==> config.mk <==
export PLATFORM = sky130hd
export DESIGN_NAME = adaptive_step_size_tuner
export DESIGN_NICKNAME = d
export VERILOG_FILES = /design/src/sv/asst_pkg.sv /design/src/sv/asst_div.sv /design/src/sv/asst_dp.sv /design/src/sv/asst_ctrl.sv /design/src/sv/adaptive_step_size_tuner.sv
export SDC_FILE = /design/constraint.sdc
export NUM_CORES = 2
export LEC_CHECK = 0
export BUFFER_PORTS_ARGS = -buffer_cell sky130_fd_sc_hd__buf_2
export CAP_MARGIN = 20
export CORE_ASPECT_RATIO = 0.6
export CORE_UTILIZATION = 50
export DETAILED_ROUTE_END_ITERATION = 12
export MAX_ROUTING_LAYER = met4
export PLACE_DENSITY = 0.69
export SYNTH_ARGS = -nofsm -noshare
export SYNTH_HDL_FRONTEND = slang
export SYNTH_SLANG_ARGS = --single-unit
export TNS_END_PERCENT = 20
==> constraint.sdc <==
create_clock -name clock -period 9.5 [get_ports clock]
set_input_delay 0.95 -clock clock [delete_from_list [all_inputs] [get_ports clock]]
set_output_delay 0.95 -clock clock [all_outputs]
set_load 0.05 [all_outputs]
==> src/sv/asst_pkg.sv <==
package asst_pkg;

   localparam int SIG_W      = 24;
   localparam int PROB_W     = 17;
   localparam int CNT_W      = 16;
   localparam int ACC_W      = 48;
   localparam int CSR_IDX_W  = 3;
   localparam int CSR_DATA_W = 24;

   localparam logic [1:0] KIND_PROB  = 2'd0;
   localparam logic [1:0] KIND_EVENT = 2'd1;
   localparam logic [1:0] KIND_BATCH = 2'd2;

   localparam logic [CSR_IDX_W-1:0] CSR_WINDOW_SIZE = 3'd0;
   localparam logic [CSR_IDX_W-1:0] CSR_INIT_STEP   = 3'd1;
   localparam logic [CSR_IDX_W-1:0] CSR_STEP_MIN    = 3'd2;
   localparam logic [CSR_IDX_W-1:0] CSR_STEP_MAX    = 3'd3;
   localparam logic [CSR_IDX_W-1:0] CSR_TARGET_RATE = 3'd4;

   localparam logic [CNT_W-1:0]         WINDOW_RESET    = 16'd100;
   localparam logic signed [SIG_W-1:0]  INIT_STEP_RESET = 24'sd0;
   localparam logic signed [SIG_W-1:0]  STEP_MIN_RESET  = -24'sd262144;
   localparam logic signed [SIG_W-1:0]  STEP_MAX_RESET  = 24'sd262144;
   localparam logic [PROB_W-1:0]        TARGET_RESET    = 17'd28836;

   typedef struct packed {
      logic [1:0]        req_type;
      logic [PROB_W-1:0] accept_prob;
      logic              accepted;
      logic [CNT_W-1:0]  accepted_count;
   } req_payload_type;

   typedef struct packed {
      logic signed [SIG_W-1:0] log_step;
      logic                    adapted;
      logic [ACC_W-1:0]        prob_sum;
      logic [CNT_W-1:0]        sample_count;
   } rsp_payload_type;

   typedef enum logic [2:0] {
      S_IDLE,
      S_DECODE,
      S_PROP_DIV,
      S_MUL,
      S_GAIN_START,
      S_GAIN_DIV,
      S_FINISH
   } state_type;

   typedef enum logic [1:0] {
      SRC_PROB,
      SRC_PROP,
      SRC_PROD
   } div_src_type;

   typedef struct packed {
      logic        capture;
      logic        div_start;
      div_src_type div_src;
      logic        mul_load;
      logic        commit;
   } cmd_type;

   typedef struct packed {
      logic is_prob;
      logic is_window;
      logic div_done;
   } status_type;

endpackage

==> src/sv/asst_div.sv <==
module asst_div #(
   parameter int DIV_W = 56,
   parameter int DVS_W = 32
) (
   input  logic             clock,
   input  logic             reset,
   input  logic             start,
   input  logic [DIV_W-1:0] dividend,
   input  logic [DVS_W-1:0] divisor,
   output logic [DIV_W-1:0] quotient,
   output logic             done
);

   localparam int STEP_W = $clog2(DIV_W + 1);

   logic [DVS_W-1:0]  rem_ff, rem_in;
   logic [DIV_W-1:0]  quo_ff, quo_in;
   logic [DVS_W-1:0]  dvs_ff, dvs_in;
   logic [STEP_W-1:0] cnt_ff, cnt_in;
   logic [DVS_W:0]    rem_sh;
   logic [DVS_W:0]    diff;
   logic              ge;

   always_comb begin
      rem_sh = {rem_ff, quo_ff[DIV_W-1]};
      diff   = rem_sh - {1'b0, dvs_ff};
      ge     = rem_sh >= {1'b0, dvs_ff};
      rem_in = rem_ff;
      quo_in = quo_ff;
      dvs_in = dvs_ff;
      cnt_in = cnt_ff;
      if (start) begin
         rem_in = '0;
         quo_in = dividend;
         dvs_in = divisor;
         cnt_in = STEP_W'(DIV_W);
      end else if (cnt_ff != '0) begin
         rem_in = ge ? diff[DVS_W-1:0] : rem_sh[DVS_W-1:0];
         quo_in = {quo_ff[DIV_W-2:0], ge};
         cnt_in = cnt_ff - STEP_W'(1);
      end
   end

   always_ff @(posedge clock) begin
      if (reset) begin
         cnt_ff <= '0;
      end else begin
         cnt_ff <= cnt_in;
      end
   end

   always_ff @(posedge clock) begin
      rem_ff <= rem_in;
      quo_ff <= quo_in;
      dvs_ff <= dvs_in;
   end

   assign quotient = quo_ff;
   assign done     = (cnt_ff == '0);

endmodule

==> src/sv/asst_dp.sv <==
module asst_dp #(
   parameter int FRAC_BITS = 16,
   parameter int ITER_BITS = 32
) (
   input  logic                                  clock,
   input  logic                                  reset,
   input  asst_pkg::req_payload_type             req_data,
   output asst_pkg::rsp_payload_type             rsp_data,
   input  logic                                  csr_we,
   input  logic [asst_pkg::CSR_IDX_W-1:0]        csr_index,
   input  logic [asst_pkg::CSR_DATA_W-1:0]       csr_wdata,
   input  asst_pkg::cmd_type                     cmd,
   output asst_pkg::status_type                  status
);

   localparam int SIG_W  = asst_pkg::SIG_W;
   localparam int PROB_W = asst_pkg::PROB_W;
   localparam int CNT_W  = asst_pkg::CNT_W;
   localparam int ACC_W  = asst_pkg::ACC_W;
   localparam int PROP_W = CNT_W + FRAC_BITS;
   localparam int PROD_W = SIG_W + PROP_W;
   localparam int DIV_W  = PROD_W;
   localparam int DVS_W  = (ITER_BITS > CNT_W) ? ITER_BITS : CNT_W;
   localparam int SUM_W  = DIV_W + 2;

   logic [CNT_W-1:0]         window_ff;
   logic signed [SIG_W-1:0]  init_ff;
   logic signed [SIG_W-1:0]  min_ff;
   logic signed [SIG_W-1:0]  max_ff;
   logic [PROB_W-1:0]        target_ff;

   logic signed [SIG_W-1:0]  sigma_ff, sigma_in;
   logic [ITER_BITS-1:0]     iter_ff, iter_in;
   logic [CNT_W-1:0]         event_ff, event_in;
   logic [CNT_W-1:0]         tally_ff, tally_in;
   logic [ACC_W-1:0]         accum_ff, accum_in;

   asst_pkg::req_payload_type item_ff;
   asst_pkg::rsp_payload_type rsp_ff, rsp_in;
   logic [PROD_W-1:0]        prod_ff, prod_in;
   logic                     neg_ff, neg_in;

   logic [1:0]               kind;
   logic [CNT_W-1:0]         ev_inc;
   logic [CNT_W-1:0]         tally_inc;
   logic [CNT_W-1:0]         w_eff;
   logic                     fire;
   logic                     adapted;
   logic                     prob_neg;
   logic [PROB_W-1:0]        prob_dmag;
   logic [CNT_W-1:0]         batch_cnt;
   logic [DIV_W-1:0]         dividend;
   logic [DVS_W-1:0]         divisor;
   logic [DIV_W-1:0]         quo;
   logic                     div_done;
   logic [PROP_W-1:0]        prop;
   logic [PROP_W-1:0]        target_ext;
   logic                     neg_d;
   logic [PROP_W-1:0]        dmag;
   logic [SIG_W-1:0]         gmag;
   logic [DIV_W-1:0]         mag;
   logic signed [SUM_W-1:0]  sig_ext;
   logic signed [SUM_W-1:0]  mag_ext;
   logic signed [SUM_W-1:0]  sum;
   logic signed [SUM_W-1:0]  max_ext;
   logic signed [SUM_W-1:0]  min_ext;
   logic signed [SIG_W-1:0]  sigma_new;
   logic [ACC_W-1:0]         p_ext;
   logic [ACC_W-1:0]         accum_sat;

   asst_div #(
      .DIV_W (DIV_W),
      .DVS_W (DVS_W)
   ) u_div (
      .clock    (clock),
      .reset    (reset),
      .start    (cmd.div_start),
      .dividend (dividend),
      .divisor  (divisor),
      .quotient (quo),
      .done     (div_done)
   );

   always_comb begin
      kind      = item_ff.req_type;
      ev_inc    = (event_ff != '1) ? event_ff + CNT_W'(1) : event_ff;
      tally_inc = (item_ff.accepted && tally_ff != '1) ? tally_ff + CNT_W'(1) : tally_ff;
      w_eff     = (window_ff == '0) ? CNT_W'(1) : window_ff;
      fire      = (kind == asst_pkg::KIND_EVENT) && (ev_inc >= w_eff);
      adapted   = (kind == asst_pkg::KIND_PROB) || (kind == asst_pkg::KIND_BATCH) || fire;

      status.is_prob   = (kind == asst_pkg::KIND_PROB);
      status.is_window = (kind == asst_pkg::KIND_BATCH) || fire;
      status.div_done  = div_done;

      prob_neg  = item_ff.accept_prob < target_ff;
      prob_dmag = prob_neg ? target_ff - item_ff.accept_prob
                           : item_ff.accept_prob - target_ff;
      batch_cnt = (kind == asst_pkg::KIND_BATCH) ? item_ff.accepted_count : tally_inc;

      case (cmd.div_src)
         asst_pkg::SRC_PROP: begin
            dividend = DIV_W'({batch_cnt, {FRAC_BITS{1'b0}}});
            divisor  = DVS_W'(w_eff);
         end
         asst_pkg::SRC_PROD: begin
            dividend = prod_ff;
            divisor  = DVS_W'(iter_ff);
         end
         default: begin
            dividend = DIV_W'(prob_dmag);
            divisor  = DVS_W'(iter_ff);
         end
      endcase

      prop       = quo[PROP_W-1:0];
      target_ext = PROP_W'(target_ff);
      neg_d      = prop < target_ext;
      dmag       = neg_d ? target_ext - prop : prop - target_ext;
      gmag       = init_ff[SIG_W-1] ? SIG_W'(~init_ff + SIG_W'(1)) : SIG_W'(init_ff);
      prod_in    = PROD_W'(gmag) * PROD_W'(dmag);

      neg_in = neg_ff;
      if (cmd.div_start && cmd.div_src == asst_pkg::SRC_PROB) begin
         neg_in = prob_neg;
      end else if (cmd.mul_load) begin
         neg_in = neg_d ^ init_ff[SIG_W-1];
      end

      mag     = (kind == asst_pkg::KIND_PROB) ? quo : (quo >> FRAC_BITS);
      sig_ext = {{(SUM_W-SIG_W){sigma_ff[SIG_W-1]}}, sigma_ff};
      mag_ext = {2'b00, mag};
      sum     = neg_ff ? sig_ext - mag_ext : sig_ext + mag_ext;
      max_ext = {{(SUM_W-SIG_W){max_ff[SIG_W-1]}}, max_ff};
      min_ext = {{(SUM_W-SIG_W){min_ff[SIG_W-1]}}, min_ff};
      if (sum > max_ext) begin
         sigma_new = max_ff;
      end else if (sum < min_ext) begin
         sigma_new = min_ff;
      end else begin
         sigma_new = sum[SIG_W-1:0];
      end

      p_ext     = ACC_W'(item_ff.accept_prob);
      accum_sat = (accum_ff > ({ACC_W{1'b1}} - p_ext)) ? {ACC_W{1'b1}} : accum_ff + p_ext;

      sigma_in = adapted ? sigma_new : sigma_ff;
      iter_in  = (adapted && iter_ff != '1) ? iter_ff + ITER_BITS'(1) : iter_ff;
      accum_in = accum_ff;
      event_in = event_ff;
      tally_in = tally_ff;
      case (kind)
         asst_pkg::KIND_PROB: begin
            accum_in = accum_sat;
            event_in = ev_inc;
         end
         asst_pkg::KIND_EVENT: begin
            event_in = fire ? '0 : ev_inc;
            tally_in = fire ? '0 : tally_inc;
         end
         default: begin
         end
      endcase

      rsp_in.log_step     = sigma_in;
      rsp_in.adapted      = adapted;
      rsp_in.prob_sum     = accum_in;
      rsp_in.sample_count = event_in;
   end

   always_ff @(posedge clock) begin
      if (reset) begin
         window_ff <= asst_pkg::WINDOW_RESET;
         init_ff   <= asst_pkg::INIT_STEP_RESET;
         min_ff    <= asst_pkg::STEP_MIN_RESET;
         max_ff    <= asst_pkg::STEP_MAX_RESET;
         target_ff <= asst_pkg::TARGET_RESET;
         sigma_ff  <= asst_pkg::INIT_STEP_RESET;
         iter_ff   <= ITER_BITS'(1);
         event_ff  <= '0;
         tally_ff  <= '0;
         accum_ff  <= '0;
      end else begin
         if (cmd.commit) begin
            sigma_ff <= sigma_in;
            iter_ff  <= iter_in;
            event_ff <= event_in;
            tally_ff <= tally_in;
            accum_ff <= accum_in;
         end
         if (csr_we) begin
            case (csr_index)
               asst_pkg::CSR_WINDOW_SIZE: window_ff <= csr_wdata[CNT_W-1:0];
               asst_pkg::CSR_INIT_STEP: begin
                  init_ff  <= csr_wdata[SIG_W-1:0];
                  sigma_ff <= csr_wdata[SIG_W-1:0];
               end
               asst_pkg::CSR_STEP_MIN:    min_ff    <= csr_wdata[SIG_W-1:0];
               asst_pkg::CSR_STEP_MAX:    max_ff    <= csr_wdata[SIG_W-1:0];
               asst_pkg::CSR_TARGET_RATE: target_ff <= csr_wdata[PROB_W-1:0];
               default: begin
               end
            endcase
         end
      end
   end

   always_ff @(posedge clock) begin
      if (cmd.capture) begin
         item_ff <= req_data;
      end
      if (cmd.mul_load) begin
         prod_ff <= prod_in;
      end
      if (cmd.commit) begin
         rsp_ff <= rsp_in;
      end
      neg_ff <= neg_in;
   end

   assign rsp_data = rsp_ff;

`ifndef SYNTHESIS
   a_iter_nonzero: assert property (@(posedge clock) disable iff (reset)
      iter_ff != '0)
      else $error("gain divisor reached zero");

   a_window_clear: assert property (@(posedge clock) disable iff (reset)
      (cmd.commit && fire) |=> (event_ff == '0) && (tally_ff == '0))
      else $error("window counters not cleared after window update");
`endif

endmodule

==> src/sv/asst_ctrl.sv <==
module asst_ctrl (
   input  logic                 clock,
   input  logic                 reset,
   input  logic                 req_valid,
   output logic                 req_ready,
   output logic                 rsp_valid,
   input  logic                 rsp_ready,
   input  asst_pkg::status_type status,
   output asst_pkg::cmd_type    cmd
);

   asst_pkg::state_type state_ff, state_in;
   logic                rsp_valid_ff, rsp_valid_in;
   logic                out_free;

   assign out_free = !rsp_valid_ff || rsp_ready;

   always_comb begin
      state_in = state_ff;
      case (state_ff)
         asst_pkg::S_IDLE: begin
            if (req_valid) begin
               state_in = asst_pkg::S_DECODE;
            end
         end
         asst_pkg::S_DECODE: begin
            if (status.is_prob) begin
               state_in = asst_pkg::S_GAIN_DIV;
            end else if (status.is_window) begin
               state_in = asst_pkg::S_PROP_DIV;
            end else begin
               state_in = asst_pkg::S_FINISH;
            end
         end
         asst_pkg::S_PROP_DIV: begin
            if (status.div_done) begin
               state_in = asst_pkg::S_MUL;
            end
         end
         asst_pkg::S_MUL:        state_in = asst_pkg::S_GAIN_START;
         asst_pkg::S_GAIN_START: state_in = asst_pkg::S_GAIN_DIV;
         asst_pkg::S_GAIN_DIV: begin
            if (status.div_done) begin
               state_in = asst_pkg::S_FINISH;
            end
         end
         asst_pkg::S_FINISH: begin
            if (out_free) begin
               state_in = asst_pkg::S_IDLE;
            end
         end
         default: state_in = asst_pkg::S_IDLE;
      endcase
   end

   always_comb begin
      req_ready     = 1'b0;
      cmd.capture   = 1'b0;
      cmd.div_start = 1'b0;
      cmd.div_src   = asst_pkg::SRC_PROB;
      cmd.mul_load  = 1'b0;
      cmd.commit    = 1'b0;
      case (state_ff)
         asst_pkg::S_IDLE: begin
            req_ready   = 1'b1;
            cmd.capture = req_valid;
         end
         asst_pkg::S_DECODE: begin
            if (status.is_prob) begin
               cmd.div_start = 1'b1;
               cmd.div_src   = asst_pkg::SRC_PROB;
            end else if (status.is_window) begin
               cmd.div_start = 1'b1;
               cmd.div_src   = asst_pkg::SRC_PROP;
            end
         end
         asst_pkg::S_MUL: cmd.mul_load = 1'b1;
         asst_pkg::S_GAIN_START: begin
            cmd.div_start = 1'b1;
            cmd.div_src   = asst_pkg::SRC_PROD;
         end
         asst_pkg::S_FINISH: cmd.commit = out_free;
         default: begin
         end
      endcase
   end

   always_comb begin
      rsp_valid_in = rsp_valid_ff;
      if (cmd.commit) begin
         rsp_valid_in = 1'b1;
      end else if (rsp_ready) begin
         rsp_valid_in = 1'b0;
      end
   end

   always_ff @(posedge clock) begin
      if (reset) begin
         state_ff     <= asst_pkg::S_IDLE;
         rsp_valid_ff <= 1'b0;
      end else begin
         state_ff     <= state_in;
         rsp_valid_ff <= rsp_valid_in;
      end
   end

   assign rsp_valid = rsp_valid_ff;

`ifndef SYNTHESIS
   a_div_busy: assert property (@(posedge clock) disable iff (reset)
      cmd.div_start |=> !status.div_done)
      else $error("divider reports done right after start");

   a_commit_slot: assert property (@(posedge clock) disable iff (reset)
      cmd.commit |-> (!rsp_valid_ff || rsp_ready))
      else $error("result overwritten before it was taken");

   a_commit_show: assert property (@(posedge clock) disable iff (reset)
      cmd.commit |=> rsp_valid_ff && (state_ff == asst_pkg::S_IDLE))
      else $error("committed item not presented");
`endif

endmodule

==> src/sv/adaptive_step_size_tuner.sv <==
// An event item with no window update needs no division, a probability item one division,
// and a window update two divisions with a multiply between them. One item at a time; the
// next item is accepted in the idle state entered when the result is registered. Divisions
// use the shared radix-2 divider, one quotient bit per cycle over 40 + FRAC_BITS bits.
// Synchronous active-high reset loads the register defaults, sets the log step to the
// initial value, the gain divisor to one and clears the counters.
module adaptive_step_size_tuner #(
   parameter int FRAC_BITS = 16,
   parameter int ITER_BITS = 32
) (
   input  logic                              clock,
   input  logic                              reset,
   input  logic                              req_valid,
   output logic                              req_ready,
   input  asst_pkg::req_payload_type         req_data,
   output logic                              rsp_valid,
   input  logic                              rsp_ready,
   output asst_pkg::rsp_payload_type         rsp_data,
   input  logic                              csr_we,
   input  logic [asst_pkg::CSR_IDX_W-1:0]    csr_index,
   input  logic [asst_pkg::CSR_DATA_W-1:0]   csr_wdata
);

   asst_pkg::cmd_type    cmd;
   asst_pkg::status_type status;

   asst_ctrl u_ctrl (
      .clock     (clock),
      .reset     (reset),
      .req_valid (req_valid),
      .req_ready (req_ready),
      .rsp_valid (rsp_valid),
      .rsp_ready (rsp_ready),
      .status    (status),
      .cmd       (cmd)
   );

   asst_dp #(
      .FRAC_BITS (FRAC_BITS),
      .ITER_BITS (ITER_BITS)
   ) u_dp (
      .clock     (clock),
      .reset     (reset),
      .req_data  (req_data),
      .rsp_data  (rsp_data),
      .csr_we    (csr_we),
      .csr_index (csr_index),
      .csr_wdata (csr_wdata),
      .cmd       (cmd),
      .status    (status)
   );

endmodule

==> metrics.txt <==
outcome=finished with violations; violations in the final reports=negative setup slack; number of buffers added on ports=158; fraction of the yosys area taken by sequential cells=22.0%; crit path launch=u_dp.u_div.quotient[19]; Tmin final=10.11 ns; vias in the first global route=54,753; critical-path maximum fanout=4; routed via count=57,428; Fin. Hold Viols=0; Mapped Avg Cell Area=8.44 um2; warning count from the yosys run=0; Vias per Instance=5.91; Compound-Gate Fraction of Synth Area=14.8%; kind of launch point of the worst setup path=register; first-pass iteration count of the detailed router=6; final design utilization=59.2%; xor and xnor area share after synthesis=5.21%; Synth cell types=82; synth top area cells=sky130_fd_sc_hd__fa_1, sky130_fd_sc_hd__edfxtp_1, sky130_fd_sc_hd__ha_1; placeable core region=124,000 um2; Yosys top cell area share=21.2%; Clock Path Buffers=3; synthesized net count=8,661; global-route total usage across every layer=36.4%; Layout Skew=0.0475 ns; Initial DRC Count=6,495; post-place setup slack=-1.03 ns; Data required, critical path=9.86 ns; Cell Rows=100; cell area after placement=69,700 um2; async set-or-reset flop fraction in the synthesized netlist=0%; number of primary I/O pins=159; area of the die=127,000 um2; share of synthesized cell area in and, or, nand and nor gates=16.7%; Post-route DRC=0; post-synthesis instance area=62,700 um2; number of nets with antenna violations after routing=0; number of enable-type register cells in the synthesized netlist=270; headroom to the max-slew limit=22.3%; final cell count without fillers=9,717; mux share of post-synthesis cell area=2.11%; placed cell count=9,539; # fillers=11,063; Synth Register Bits=553; nets=9,204; worst-margin pin slew=1.15 ns; layout cell share with drive strength beyond 1=16.2%; root buffer cell=sky130_fd_sc_hd__clkbuf_16; R2R setup slack=-0.61 ns; setup slack of the critical path after layout=-0.608 ns; kind of path behind the tightest hold check=register to register; CTS Buf Count=50; sum of overflow across all layers after global routing=0; RSZ-0062 raised after global routing=true; total length of routed wires=228 mm; clk sinks=553; synthesized instance count=7,432; Crit-path slowest cell=sky130_fd_sc_hd__fa_1; cell taking the most area after synthesis=sky130_fd_sc_hd__fa_1; width of the die=459 um; hold path start=u_dp.max_ff[4]; Largest stage delay, worst path=0.58 ns; hold_buf cts=0; startpoint of the worst register-to-register path=u_dp.u_div.quotient[19]; arrival time worst endpoint=10.47 ns; sum of net half-perimeters after detailed placement=181 mm; post-layout total power=21.5 mW; final-report setup violation count=29; power density over the cells=292 nW/um2; clock network latency to the later pin of the worst-skew pair=0.65 ns; TritonCTS clock tree=done; weighted congestion at the end of routability-driven global placement=1.06; H-Tree Level Count=2; kind of end point of the critical path=register; effective utilization at floorplan=50.5%; clk slew on worst S/H paths=0.07 ns; adder-cell area share of the yosys netlist=31.1%; number of maximum-capacitance constraint violations=0; number of antenna violations at the first check in global routing=17; type of the worst setup path=register to register; total non-filler cell area in the finished layout=73,600 um2; signed area change from the synthesized netlist to the final layout=17.4%; WL per Instance=23.5 um; Max IR drop VDD=291 uV; global-route wire length before repair=342 mm; post-route fraction of the period consumed by the critical path=106%; top_reg_cell synth=sky130_fd_sc_hd__dfxtp_1; max-slew violation count=0; main combinational cell family by area after synthesis=adder cells; vertical extent of the die=276 um; dominant cell type by count on the critical path=sky130_fd_sc_hd__fa_1; Lkg Pwr=33.7 nW; achievable clock frequency=98.9 MHz; maximum number of pins on one net before global-route repair=74
[routing by layer]
| metal | vias up | routed length, um | track usage, % |
|---|---|---|---|
| li1 | 25788 | - | - |
| met1 | 28290 | 103000 | 54.8 |
| met2 | 3030 | 89800 | 47.7 |
| met3 | 320 | 30600 | 11.2 |
| met4 | 0 | 4510 | 6.23 |
| met5 | - | 0 | - |
[cells in the mapped netlist (all sizes together) (39+ instances only)]
master    n
inv     972
nand2   929
nor2    800
fa      665
a21oi   532
ha      496
clkbuf  345
o21ai   290
dfxtp   283
edfxtp  270
xnor2   198
xor2    173
a21o    149
nand3   139
nor3     99
mux2i    83
a211oi   70
nor2b    66
nand4    64
o211ai   58
and2     48
a31oi    47
mux2     44
nand2b   44
and3     43
or3      41
o21bai   39
[through the flow]
stage / setup TNS [ns] / hold WS (ns)
3_3_place_gp: -30.77 / 0.443
4_1_cts: -7.37 / 0.464
5_1_grt: -18.82 / 0.470
3_5_place_dp: -32.17 / 0.454
6_report: -9.79 / 0.467
2_1_floorplan: -0.00177 / 0.436
[worst max-delay path, delay by kind of cell, from the launching register on]
kind | cells | cell delay [ns]
XOR/XNOR | 2 | 0.34
flip-flops | 1 | 0.45
AND/OR/NAND/NOR | 7 | 2.09
AO/OA/AOI/OAI | 9 | 2.25
adder cells (fa/ha/maj) | 8 | 3.96
buffers and inverters | 8 | 0.73
[cell type report]
cell class / count / area, um2 / share of cell area [%]
Multi-Input combinational cell: 5530 / 45500 / 61.8
Sequential cell: 553 / 13800 / 18.7
Timing Repair Buffer: 867 / 6800 / 9.24
Inverter: 973 / 3660 / 4.97
Tap cell: 1683 / 2110 / 2.86
Clock buffer: 72 / 1440 / 1.95
Clock inverter: 22 / 330 / 0.449
Antenna cell: 17 / 42.5 / 0.0578
[worst paths after layout]
path,to,cells past startpoint
worst min-delay path,u_dp.max_ff[4],2
worst max register to register,u_dp.prod_ff[54],34
worst min register to register,u_dp.max_ff[4],2
worst max-delay path,u_dp.prod_ff[54],34
[where the power goes]
| group | switching [mW] | leakage (nW) | internal (mW) |
|---|---|---|---|
| Sequential | 0.374 | 4.94 | 3.10 |
| Clock | 1.02 | 0.850 | 1.25 |
| Combinational | 9.55 | 27.9 | 6.21 |
[kinds of logic (layout without fill, tap and decap cells)]
group                    Yosys count  after routing
AO/OA/AOI/OAI                   1478           1478
other                              0             17
buffers and inverters           1349           1934
multiplexers                     127            127
adder cells (fa/ha/maj)         1161           1161
XOR/XNOR                         371            371
flip-flops                       553            553
AND/OR/NAND/NOR                 2393           2393
[placed cells by master, fill, tap and decap left out, types with 24 or more instances in the layout]
cell type / n
sky130_fd_sc_hd__inv_1: 940
sky130_fd_sc_hd__nand2_1: 911
sky130_fd_sc_hd__nor2_1: 766
sky130_fd_sc_hd__fa_1: 654
sky130_fd_sc_hd__buf_4: 622
sky130_fd_sc_hd__a21oi_1: 501
sky130_fd_sc_hd__ha_1: 471
sky130_fd_sc_hd__dfxtp_1: 283
sky130_fd_sc_hd__edfxtp_1: 270
sky130_fd_sc_hd__o21ai_0: 264
sky130_fd_sc_hd__xnor2_1: 172
sky130_fd_sc_hd__xor2_1: 162
sky130_fd_sc_hd__buf_2: 157
sky130_fd_sc_hd__a21o_1: 147
sky130_fd_sc_hd__nand3_1: 134
sky130_fd_sc_hd__nor3_1: 98
sky130_fd_sc_hd__mux2i_1: 78
sky130_fd_sc_hd__nor2b_1: 66
sky130_fd_sc_hd__nand4_1: 64
sky130_fd_sc_hd__a211oi_1: 64
sky130_fd_sc_hd__o211ai_1: 58
sky130_fd_sc_hd__clkbuf_16: 54
sky130_fd_sc_hd__buf_6: 48
sky130_fd_sc_hd__a31oi_1: 46
sky130_fd_sc_hd__and2_1: 44
sky130_fd_sc_hd__mux2_2: 44
sky130_fd_sc_hd__nand2b_1: 43
sky130_fd_sc_hd__and3_1: 40
sky130_fd_sc_hd__o21bai_1: 37
sky130_fd_sc_hd__or3_1: 36
sky130_fd_sc_hd__o21a_1: 33
sky130_fd_sc_hd__nor4_1: 32
sky130_fd_sc_hd__buf_12: 32
sky130_fd_sc_hd__inv_2: 31
sky130_fd_sc_hd__nor2_2: 25
sky130_fd_sc_hd__a311oi_1: 24
[sequential cells by signal, summed over array words and instances, names as in the netlist]
signal,cells
u_ctrl.rsp_valid,1
u_ctrl.state_ff,3
u_dp.accum_ff,48
u_dp.event_ff,16
u_dp.init_ff,24
u_dp.item_ff,34
u_dp.iter_ff,32
u_dp.kind,2
u_dp.max_ff,24
u_dp.min_ff,24
u_dp.neg_ff,1
u_dp.prod_ff,56
u_dp.rsp_data,89
u_dp.sigma_ff,24
u_dp.tally_ff,16
u_dp.target_ff,17
u_dp.u_div.cnt_ff,6
u_dp.u_div.dvs_ff,32
u_dp.u_div.quotient,56
u_dp.u_div.rem_ff,32
u_dp.window_ff,16
[repair_timing]
| action | in CTS | in global routing |
|---|---|---|
| setup endpoints to repair | 79 | 84 |
| pin swaps | 66 | 156 |
| cloned | 1 | 1 |
| gates resized for setup | 149 | 209 |
| buffers inserted | 35 | 34 |
| hold endpoints to repair | 0 | 0 |
No activity file was read; power rests on OpenSTA's default activity.
